**src/rtl/core/b64se_pkg.sv**
```systemverilog
// Shared types, register codes and the sextet alphabet for the Base64 stream encoder.
`default_nettype none

package b64se_pkg;

  localparam int unsigned BurstMax = 5;
  localparam int unsigned BurstCntW = 3;
  localparam int unsigned LineCntW = 11;
  localparam int unsigned CfgIdxW = 3;
  localparam int unsigned CfgDataW = 10;

  localparam logic [7:0] CHAR_PAD = 8'd61;
  localparam logic [7:0] CHAR_NL = 8'd10;
  localparam logic [LineCntW-1:0] LINE_COUNT_MAX = {LineCntW{1'b1}};

  localparam logic [CfgDataW-1:0] LINE_LIMIT_RST = 10'd76;
  localparam logic [7:0] CHAR62_RST = 8'd43;
  localparam logic [7:0] CHAR63_RST = 8'd47;

  typedef enum logic [CfgIdxW-1:0] {
    REG_BREAK_ENABLE  = 3'd0,
    REG_LINE_LIMIT    = 3'd1,
    REG_PAD_ENABLE    = 3'd2,
    REG_CHAR_FOR_62   = 3'd3,
    REG_CHAR_FOR_63   = 3'd4
  } reg_idx_t;

  typedef struct packed {
    logic [7:0] data_byte;
    logic       final_byte;
  } in_item_t;

  typedef struct packed {
    logic [7:0] text_char;
    logic       run_end;
  } out_item_t;

  typedef struct packed {
    logic       break_enable;
    logic [9:0] line_limit;
    logic       pad_enable;
    logic [7:0] char_for_62;
    logic [7:0] char_for_63;
  } cfg_t;

  typedef struct packed {
    logic [BurstMax-1:0][7:0] chars;
    logic [BurstCntW-1:0]     cnt;
  } burst_t;

  function automatic logic [7:0] sextet_char(input logic [5:0] s, input logic [7:0] c62,
                                             input logic [7:0] c63);
    logic [7:0] ch;
    if (s < 6'd26) begin
      ch = 8'd65 + {2'b00, s};
    end else if (s < 6'd52) begin
      ch = 8'd97 + ({2'b00, s} - 8'd26);
    end else if (s < 6'd62) begin
      ch = 8'd48 + ({2'b00, s} - 8'd52);
    end else if (s == 6'd62) begin
      ch = c62;
    end else begin
      ch = c63;
    end
    return ch;
  endfunction

endpackage

`default_nettype wire

```
**src/rtl/core/b64se_cfg.sv**
```systemverilog
// Configuration register file of the Base64 stream encoder.
`default_nettype none

module b64se_cfg
  import b64se_pkg::*;
(
  input  logic                clk,
  input  logic                rst_n,
  input  logic                cfg_we,
  input  logic [CfgIdxW-1:0]  cfg_index,
  input  logic [CfgDataW-1:0] cfg_data,
  output cfg_t                cfg
);

  cfg_t cfg_r;
  cfg_t cfg_nxt;

  always_comb begin
    cfg_nxt = cfg_r;
    if (cfg_we) begin
      unique case (cfg_index)
        REG_BREAK_ENABLE:  cfg_nxt.break_enable = cfg_data[0];
        REG_LINE_LIMIT:    cfg_nxt.line_limit = cfg_data;
        REG_PAD_ENABLE:    cfg_nxt.pad_enable = cfg_data[0];
        REG_CHAR_FOR_62:   cfg_nxt.char_for_62 = cfg_data[7:0];
        REG_CHAR_FOR_63:   cfg_nxt.char_for_63 = cfg_data[7:0];
        default:           cfg_nxt = cfg_r;
      endcase
    end
  end

  always_ff @(posedge clk) begin
    if (!rst_n) begin
      cfg_r.break_enable <= 1'b0;
      cfg_r.line_limit <= LINE_LIMIT_RST;
      cfg_r.pad_enable <= 1'b1;
      cfg_r.char_for_62 <= CHAR62_RST;
      cfg_r.char_for_63 <= CHAR63_RST;
    end else begin
      cfg_r <= cfg_nxt;
    end
  end

  assign cfg = cfg_r;

endmodule

`default_nettype wire

```
**src/rtl/core/b64se_group.sv**
```systemverilog
// Byte grouping, line counting and character burst build of the Base64 stream encoder.
`default_nettype none

module b64se_group
  import b64se_pkg::*;
(
  input  logic     clk,
  input  logic     rst_n,
  input  cfg_t     cfg,
  input  in_item_t item,
  input  logic     advance,
  output burst_t   burst
);

  logic [15:0]         held_r;
  logic [15:0]         held_nxt;
  logic [1:0]          phase_r;
  logic [1:0]          phase_nxt;
  logic [LineCntW-1:0] line_r;
  logic [LineCntW-1:0] line_nxt;

  logic [7:0]          a;
  logic [7:0]          b;
  logic [7:0]          d;
  logic [5:0]          sx0;
  logic [5:0]          sx1;
  logic [5:0]          sx2;
  logic [5:0]          sx3;
  logic [7:0]          ch0;
  logic [7:0]          ch1;
  logic [7:0]          ch2;
  logic [7:0]          ch3;
  logic [LineCntW:0]   line_sum;
  logic [LineCntW-1:0] line_sat;
  logic                break_now;

  assign a = held_r[15:8];
  assign b = held_r[7:0];
  assign d = item.data_byte;

  always_comb begin
    case (phase_r)
      2'd0: begin
        sx0 = d[7:2];
        sx1 = {d[1:0], 4'b0000};
        sx2 = 6'd0;
        sx3 = 6'd0;
      end
      2'd1: begin
        sx0 = a[7:2];
        sx1 = {a[1:0], d[7:4]};
        sx2 = {d[3:0], 2'b00};
        sx3 = 6'd0;
      end
      default: begin
        sx0 = a[7:2];
        sx1 = {a[1:0], b[7:4]};
        sx2 = {b[3:0], d[7:6]};
        sx3 = d[5:0];
      end
    endcase
  end

  assign ch0 = sextet_char(sx0, cfg.char_for_62, cfg.char_for_63);
  assign ch1 = sextet_char(sx1, cfg.char_for_62, cfg.char_for_63);
  assign ch2 = sextet_char(sx2, cfg.char_for_62, cfg.char_for_63);
  assign ch3 = sextet_char(sx3, cfg.char_for_62, cfg.char_for_63);

  assign line_sum = {1'b0, line_r} + (LineCntW + 1)'(4);
  assign line_sat = line_sum[LineCntW] ? LINE_COUNT_MAX : line_sum[LineCntW-1:0];
  assign break_now = cfg.break_enable && (cfg.line_limit != 10'd0)
                     && (line_sat >= {1'b0, cfg.line_limit});

  always_comb begin
    held_nxt = held_r;
    phase_nxt = phase_r;
    line_nxt = line_r;
    burst.chars = '0;
    burst.cnt = '0;
    case (phase_r)
      2'd0: begin
        if (!item.final_byte) begin
          held_nxt = {d, 8'h00};
          phase_nxt = 2'd1;
        end else begin
          burst.chars = {CHAR_PAD, CHAR_PAD, CHAR_PAD, ch1, ch0};
          burst.cnt = cfg.pad_enable ? BurstCntW'(4) : BurstCntW'(2);
          held_nxt = '0;
          phase_nxt = 2'd0;
          line_nxt = '0;
        end
      end
      2'd1: begin
        if (!item.final_byte) begin
          held_nxt = {a, d};
          phase_nxt = 2'd2;
        end else begin
          burst.chars = {CHAR_PAD, CHAR_PAD, ch2, ch1, ch0};
          burst.cnt = cfg.pad_enable ? BurstCntW'(4) : BurstCntW'(3);
          held_nxt = '0;
          phase_nxt = 2'd0;
          line_nxt = '0;
        end
      end
      default: begin
        burst.chars = {CHAR_NL, ch3, ch2, ch1, ch0};
        held_nxt = '0;
        phase_nxt = 2'd0;
        if (item.final_byte) begin
          burst.cnt = BurstCntW'(4);
          line_nxt = '0;
        end else if (break_now) begin
          burst.cnt = BurstCntW'(5);
          line_nxt = '0;
        end else begin
          burst.cnt = BurstCntW'(4);
          line_nxt = line_sat;
        end
      end
    endcase
  end

  always_ff @(posedge clk) begin
    if (!rst_n) begin
      held_r <= '0;
      phase_r <= 2'd0;
      line_r <= '0;
    end else if (advance) begin
      held_r <= held_nxt;
      phase_r <= phase_nxt;
      line_r <= line_nxt;
    end
  end

endmodule

`default_nettype wire

```
**src/rtl/core/b64se_serial.sv**
```systemverilog
// Character burst register that hands out one character per beat.
`default_nettype none

module b64se_serial
  import b64se_pkg::*;
(
  input  logic      clk,
  input  logic      rst_n,
  input  logic      load,
  input  burst_t    burst_in,
  input  logic      out_stall,
  output logic      free,
  output logic      out_valid,
  output out_item_t out_data
);

  logic [BurstMax-1:0][7:0] chars_r;
  logic [BurstMax-1:0][7:0] chars_nxt;
  logic [BurstCntW-1:0]     cnt_r;
  logic [BurstCntW-1:0]     cnt_nxt;

  assign out_valid = (cnt_r != '0);
  assign free = (cnt_r == '0) || ((cnt_r == BurstCntW'(1)) && !out_stall);
  assign out_data.text_char = chars_r[0];
  assign out_data.run_end = (cnt_r == BurstCntW'(1));

  always_comb begin
    chars_nxt = chars_r;
    cnt_nxt = cnt_r;
    if (load) begin
      chars_nxt = burst_in.chars;
      cnt_nxt = burst_in.cnt;
    end else if (out_valid && !out_stall) begin
      chars_nxt = chars_r >> 8;
      cnt_nxt = cnt_r - BurstCntW'(1);
    end
  end

  always_ff @(posedge clk) begin
    if (!rst_n) begin
      cnt_r <= '0;
    end else begin
      cnt_r <= cnt_nxt;
    end
  end

  always_ff @(posedge clk) begin
    chars_r <= chars_nxt;
  end

endmodule

`default_nettype wire

```
**src/rtl/core/base64_stream_encoder.sv**
```systemverilog
// Top level of the Base64 stream encoder: input register, grouping logic, character output.
//
//   port group   direction  handshake           beat
//   in_*         in         in_valid/in_stall   one message byte and its final flag
//   out_*        out        out_valid/out_stall one character and its run-end flag
//   cfg_*        in         cfg_valid/cfg_ready one register index and write data
//
// A byte waits in the input register; a group's last byte loads the character register.
// A completed group gives 2 to 5 characters, one per beat; other bytes give none.
// A byte is taken every cycle while the character register is empty or emptying.
// rst_n is synchronous: it clears the group state, empties both registers and
// restores register defaults. Stalls on out_* hold the character and back up to in_stall.
`default_nettype none

module base64_stream_encoder
  import b64se_pkg::*;
(
  input  logic                clk,
  input  logic                rst_n,
  input  logic                in_valid,
  output logic                in_stall,
  input  in_item_t            in_data,
  output logic                out_valid,
  input  logic                out_stall,
  output out_item_t           out_data,
  input  logic                cfg_valid,
  output logic                cfg_ready,
  input  logic [CfgIdxW-1:0]  cfg_index,
  input  logic [CfgDataW-1:0] cfg_data
);

  cfg_t     cfg;
  burst_t   burst;
  in_item_t item_r;
  in_item_t item_nxt;
  logic     item_valid_r;
  logic     item_valid_nxt;
  logic     in_take;
  logic     advance;
  logic     ser_free;
  logic     load;

  assign cfg_ready = 1'b1;

  b64se_cfg u_cfg (
    .clk       (clk),
    .rst_n     (rst_n),
    .cfg_we    (cfg_valid && cfg_ready),
    .cfg_index (cfg_index),
    .cfg_data  (cfg_data),
    .cfg       (cfg)
  );

  b64se_group u_group (
    .clk     (clk),
    .rst_n   (rst_n),
    .cfg     (cfg),
    .item    (item_r),
    .advance (advance),
    .burst   (burst)
  );

  b64se_serial u_serial (
    .clk       (clk),
    .rst_n     (rst_n),
    .load      (load),
    .burst_in  (burst),
    .out_stall (out_stall),
    .free      (ser_free),
    .out_valid (out_valid),
    .out_data  (out_data)
  );

  assign advance = item_valid_r && ((burst.cnt == '0) || ser_free);
  assign load = advance && (burst.cnt != '0);
  assign in_stall = item_valid_r && !advance;
  assign in_take = in_valid && !in_stall;

  always_comb begin
    item_valid_nxt = item_valid_r;
    item_nxt = item_r;
    if (in_take) begin
      item_valid_nxt = 1'b1;
      item_nxt = in_data;
    end else if (advance) begin
      item_valid_nxt = 1'b0;
    end
  end

  always_ff @(posedge clk) begin
    if (!rst_n) begin
      item_valid_r <= 1'b0;
    end else begin
      item_valid_r <= item_valid_nxt;
    end
  end

  always_ff @(posedge clk) begin
    item_r <= item_nxt;
  end

  a_load_into_free : assert property (@(posedge clk) disable iff (!rst_n)
    load |-> ser_free)
    else $error("burst loaded over pending characters");

  a_burst_cnt : assert property (@(posedge clk) disable iff (!rst_n)
    item_valid_r |-> (burst.cnt <= BurstCntW'(BurstMax)))
    else $error("burst count out of range");

  a_stall_held : assert property (@(posedge clk) disable iff (!rst_n)
    in_stall |-> item_valid_r && (burst.cnt != '0) && out_valid)
    else $error("input stalled without pending characters");

  a_load_valid : assert property (@(posedge clk) disable iff (!rst_n)
    load |=> out_valid)
    else $error("loaded burst not presented");

endmodule

`default_nettype wire
```
**config.mk**
```make
export PLATFORM = sky130hd
export DESIGN_NAME = base64_stream_encoder
export DESIGN_NICKNAME = d
export VERILOG_FILES = /design/src/rtl/core/b64se_pkg.sv /design/src/rtl/core/b64se_cfg.sv /design/src/rtl/core/b64se_group.sv /design/src/rtl/core/b64se_serial.sv /design/src/rtl/core/base64_stream_encoder.sv
export SDC_FILE = /design/constraint.sdc
export NUM_CORES = 1
export LEC_CHECK = 0
export BUFFER_PORTS_ARGS = -buffer_cell sky130_fd_sc_hd__buf_2
export CORE_ASPECT_RATIO = 1.4
export CORE_MARGIN = 2
export CORE_UTILIZATION = 65
export DETAILED_ROUTE_END_ITERATION = 10
export PLACE_DENSITY = 0.91
export SETUP_SLACK_MARGIN = 0.2
export SKIP_LAST_GASP = 1
export SLEW_MARGIN = 20
export SYNTH_ARGS = -nofsm -noshare
export SYNTH_HDL_FRONTEND = slang
export SYNTH_SLANG_ARGS = --single-unit
export TNS_END_PERCENT = 50
```
**constraint.sdc**
```tcl
create_clock -name clk -period 6 [get_ports clk]
set_input_delay 0.9 -clock clk [delete_from_list [all_inputs] [get_ports clk]]
set_output_delay 0.9 -clock clk [all_outputs]
set_load 0.05 [all_outputs]
```
# [After elaboration in Yosys (flattened, before gate mapping)]
# Cells that the tools add are included.
[totals] reg_bits=110 output_inout_bits=12 word_cells=139
[op_classes] addsub=22 order_cmp=13 eq_ne=12 mux=44 reduce_logical=30
[op_table] op="$mux 8" count=16
[op_table] op="$pmux 43 s2" count=1
[op_table] op="$mux 41" count=2
[op_table] op="$mux 40" count=2
[op_table] op="$mux 11" count=5
[op_table] op="$lt 6x6->1 const B" count=8
[op_table] op="$add 6x8->8 const A" count=4
[op_table] op="$add 7x6->8 const A" count=4
[op_table] op="$add 7x8->8 const A" count=4
[op_table] op="$mux 16" count=2
[op_table] op="$pmux 16 s2" count=1
[op_table] op="$sub 6x5->7 const B" count=4
[op_table] op="$sub 6x6->7 const B" count=4
[op_table] op="$eq 6x6->1 const B" count=4
[op_table] op="$lt 6x5->1 const B" count=4
[op_table] op="$pmux 6 s2" count=2
[op_table] op="$mux 3" count=5
[op_table] op="$reduce_and 2->1" count=7
[op_table] op="$add 11x3->12 const B" count=1
[op_table] op="$mux 6" count=2
[op_table] op="$ge 11x10->1" count=1
[op_table] op="$reduce_bool 10->1" count=1
[op_table] op="$logic_not 3->1" count=3
[op_table] op="$logic_and 1x1->1" count=8
[op_table] op="other kinds (16)" count=26

# [Logic depth before layout (Yosys ltp)]
[depth] depth_word=17 depth_mapped=14 depth_no_buf=11

# [Cells and area by module]
# Synthesis repeated with hierarchy kept, for this count alone.
[unflattened] hier_cells=895 area_unflattened_um2=8189.1
[modules_own_cells] module="b64se_group" n_inst=1 cells_each=638 area_each_um2=4685.7 seq_area_each_um2=580.6
[modules_own_cells] module="b64se_serial" n_inst=1 cells_each=122 area_each_um2=1966.9 seq_area_each_um2=1261.2
[modules_own_cells] module="b64se_cfg" n_inst=1 cells_each=113 area_each_um2=1169.9 seq_area_each_um2=560.5
[modules_own_cells] module="base64_stream_encoder" n_inst=1 cells_each=22 area_each_um2=366.6 seq_area_each_um2=290.3

# [Worst setup path before layout]
# No wires, ideal clock.
[synth_timing] kind="in2out" start="input out_stall" end="output in_stall" arrival_ns=2.415 required_time_ns=5.100 setup_slack_ns=2.685 cell_stages=3 n_path_buf=0 path_cell_list="nand2b_1 > a21oi_1 > nor3b_1"
[synth_via] elab_chain_len=7
[synth_rtl] item="from (decl)" line="base64_stream_encoder.sv:24" text="input logic out_stall,"
[synth_rtl] item="$logic_not 1->1" line="b64se_serial.sv:23" text="assign free = (cnt_r == '0) || ((cnt_r == BurstCntW'(1)) && !out_stall);"
[synth_rtl] item="$logic_and 1x1->1" line="b64se_serial.sv:23"
[synth_rtl] item="$logic_or 1x1->1" line="b64se_serial.sv:23"
[synth_rtl] item="$logic_or 1x1->1" line="base64_stream_encoder.sv:74" text="assign advance = item_valid_r && ((burst.cnt == '0) || ser_free);"
[synth_rtl] item="$logic_and 1x1->1" line="base64_stream_encoder.sv:74"
[synth_rtl] item="$logic_not 1->1" line="base64_stream_encoder.sv:76" text="assign in_stall = item_valid_r && !advance;"
[synth_rtl] item="$logic_and 1x1->1" line="base64_stream_encoder.sv:76"
[synth_rtl] item="to (decl)" line="base64_stream_encoder.sv:21" text="output logic in_stall,"
# Every way passes these cells.

==> results.sh <==
export IMPL_outcome="completed"
export IMPL_row_count=48
export IMPL_synth_area_um2=8060
export IMPL_postCtsSetupBuffers=0
export IMPL_synth_distinct_cells=79
export IMPL_gp_congestion=0.999
export IMPL_antenna_cells=0
export IMPL_dr_total_vias=7467
export IMPL_clk_latency_ns=0.36
export IMPL_leakage_nw=3.45
export IMPL_grt_pass1_wl_um=35100
export IMPL_max_clock_path_buffers=2
export IMPL_cts_root_buffer="clkbuf_16"
export IMPL_drc=0
export IMPL_vias_per_cell=6.78
export IMPL_drtIter0Drc=767
export IMPL_skew_ns=0.00951
export IMPL_numCtsBuffers=9
export IMPL_clk_pin_slew_worst_paths_ns=0.08
export IMPL_synth_edf_count=44
export IMPL_synth_async_reset_ratio=0
export IMPL_portBuffers=37
export IMPL_maxCapViolCount=0
export IMPL_final_nets=1028
export IMPL_wirelength_um=22000
export IMPL_synth_seq_cells=105
export IMPL_postRouteAntennaNets=0
export IMPL_min_path_type="reg -> reg"
export IMPL_die_x_um=98.1
export IMPL_start_util=0.661
export IMPL_hold_viol=0
export IMPL_final_max_slew_viol_count=0
export IMPL_max_freq_ghz=0.241
export IMPL_dpl_hpwl_um=15900
export IMPL_overflow=0
export IMPL_synth_top_flop_cell="dfxtp_1"
export IMPL_cts_resized=0
export IMPL_tightest_slew_ns=1.07
export IMPL_antenna_found_initial=0
export IMPL_hold_slack_ns=0.470
export IMPL_area_delta_synth_final_pct=4.77
export IMPL_syn_area_per_cell_um2=8.36
export IMPL_grt_max_degree=63
export IMPL_fin_crit_ns=4.15
export IMPL_ios=39
export IMPL_seq_area_um2=2540
export IMPL_synth_warnings=0
export IMPL_grt_pass1_vias=7041
export IMPL_htreeDepth=3
export IMPL_multi_input_area_um2=5000
export IMPL_synthCells=963
export IMPL_cp_required_ns=6.12
export IMPL_post_drt_wl_per_cell_um=20.0
export IMPL_clock_sinks=105
export IMPL_pwr_density_cell_nw_per_um2=252
export IMPL_cp_start_kind="flop"
export IMPL_drive_gt1_frac=0.0872
export IMPL_relSlewSlack=0.284
export IMPL_syn_nets=1044
export IMPL_groute_usage_overall=0.331
export IMPL_num_fill_cells=924
export IMPL_setup_viol=0
export IMPL_die_h_um=136
export IMPL_cts_tree="done"
export IMPL_period_share=0.691
export IMPL_worst_setup_path_end_kind="flop"
export IMPL_critPathMaxFanout=62
export IMPL_yosysSeqAreaShare=0.316
export IMPL_ir_drop_mv=0.196
export IMPL_die_area_um2=13300
export IMPL_core_um2=12200
export IMPL_ctsHoldBuffers=0
export IMPL_worstSetupPathType="reg -> reg"
export IMPL_finalSetupTns_ns=0
export IMPL_rsz0062_at_grt="no"
export IMPL_cp_arrival_ns=4.26
export IMPL_drt_pre_antenna_iters=5
[report_power, final]
part           leakage [nW]  internal, mW  switching [mW]
registers             0.914         0.877          0.0668
clock network         0.151         0.329           0.288
logic                  2.38         0.189           0.379
total                  3.45          1.39           0.735
[routing by layer]
layer | share of wire | vias up | wire [µm] | global-route usage
met1 | 0.36 | 3484 | 7920 | 0.358
li1 | - | 3465 | - | -
met5 | 0 | - | 0 | 0
met2 | 0.50 | 408 | 11100 | 0.597
met3 | 0.073 | 110 | 1610 | 0.0557
met4 | 0.064 | 0 | 1410 | 0.204
[flip-flops by register name, summed over array words and instances (netlist names)]
register           flops
u_serial.cnt_r         3
u_group.held_r        16
u_group.phase_r        2
u_cfg.cfg             28
u_group.line_r        11
item_r                 9
u_serial.chars_r      27
u_serial.out_data      8
item_valid_r           1
[area by class of cell]
type,instances,share of cell area
Clock buffer,9,0.0267
Sequential cell,105,0.301
Clock inverter,7,0.00934
Tap cell,150,0.0222
Inverter,45,0.0200
Timing Repair Buffer,43,0.0273
Multi-Input combinational cell,743,0.593
[cell usage in the layout (no fill, tap or decap), types with 10 or more instances in the layout]
cell type  instances
mux2i_1           36
buf_2             37
dfxtp_1           60
xnor2_1           24
nor2b_1           18
a22o_1            11
nand2_1          137
nor3_1            13
a21boi_0          29
ha_1              54
a21oi_1           46
a31oi_1           13
a21o_1            15
inv_1             44
and3_1            10
o21ai_0           44
a22oi_1           10
nand2b_1          14
nand3_1           41
nor2_1            45
edfxtp_1          44
and2_1            12
o211ai_1          23
[per-stage QoR]
step                      total power [mW]   util  instance area, µm²  std cells  worst slack [ns]
after detailed placement              1.51  0.667                8140       1086              1.99
after floorplan                       1.38      -                8060        963              2.69
final                                 2.13  0.692                8440       1102              1.85
after CTS                             2.12  0.692                8440       1102              1.97
after global placement                1.50  0.667                8140       1086              2.19
after global routing                  2.21  0.692                8440       1102              1.67
[cell families after synthesis]
logic type | share of synthesized area
and+or+nand+nor | 0.201
AOI/OAI and AO/OA | 0.246
buffers and inverters | 0.0631
DFF | 0.316
adders and majority gates | 0.0839
muxes | 0.0545
xor gates and xnor gates | 0.0359
other | 0.000466
[worst max-delay path, stage by stage (launching register included)]
cell and delay, ns:
dfxtp_2 1.04, nor2b_1 0.37, a22oi_4 0.44, inv_1 0.23, ha_1 0.35, a311o_1 0.44, xnor2_1 0.23, or3b_1 0.37
a21o_1 0.18, a32o_1 0.24
[path summary, 6_finish.rpt]
kind              cells after the start               start  slack, ns                    to
setup / recovery                      9  u_group.phase_r[1]       1.85  u_serial.chars_r[12]
hold / removal                        2   u_group.held_r[4]       0.47     u_group.held_r[4]
setup reg to reg                      9  u_group.phase_r[1]       1.85  u_serial.chars_r[12]
hold reg to reg                       2   u_group.held_r[4]       0.47     u_group.held_r[4]
[Yosys cell counts, drive strengths merged (31+ instances only)]
cell,number,share of area
edfxtp,44,0.16
clkbuf,39,0.018
o21ai,49,0.031
dfxtp,61,0.15
mux2i,36,0.045
buf,31,0.024
a21oi,46,0.029
ha,54,0.084
nand2,137,0.064
nor2,46,0.022
nand3,41,0.025
inv,45,0.021
Power figures use the tool's default switching activity.
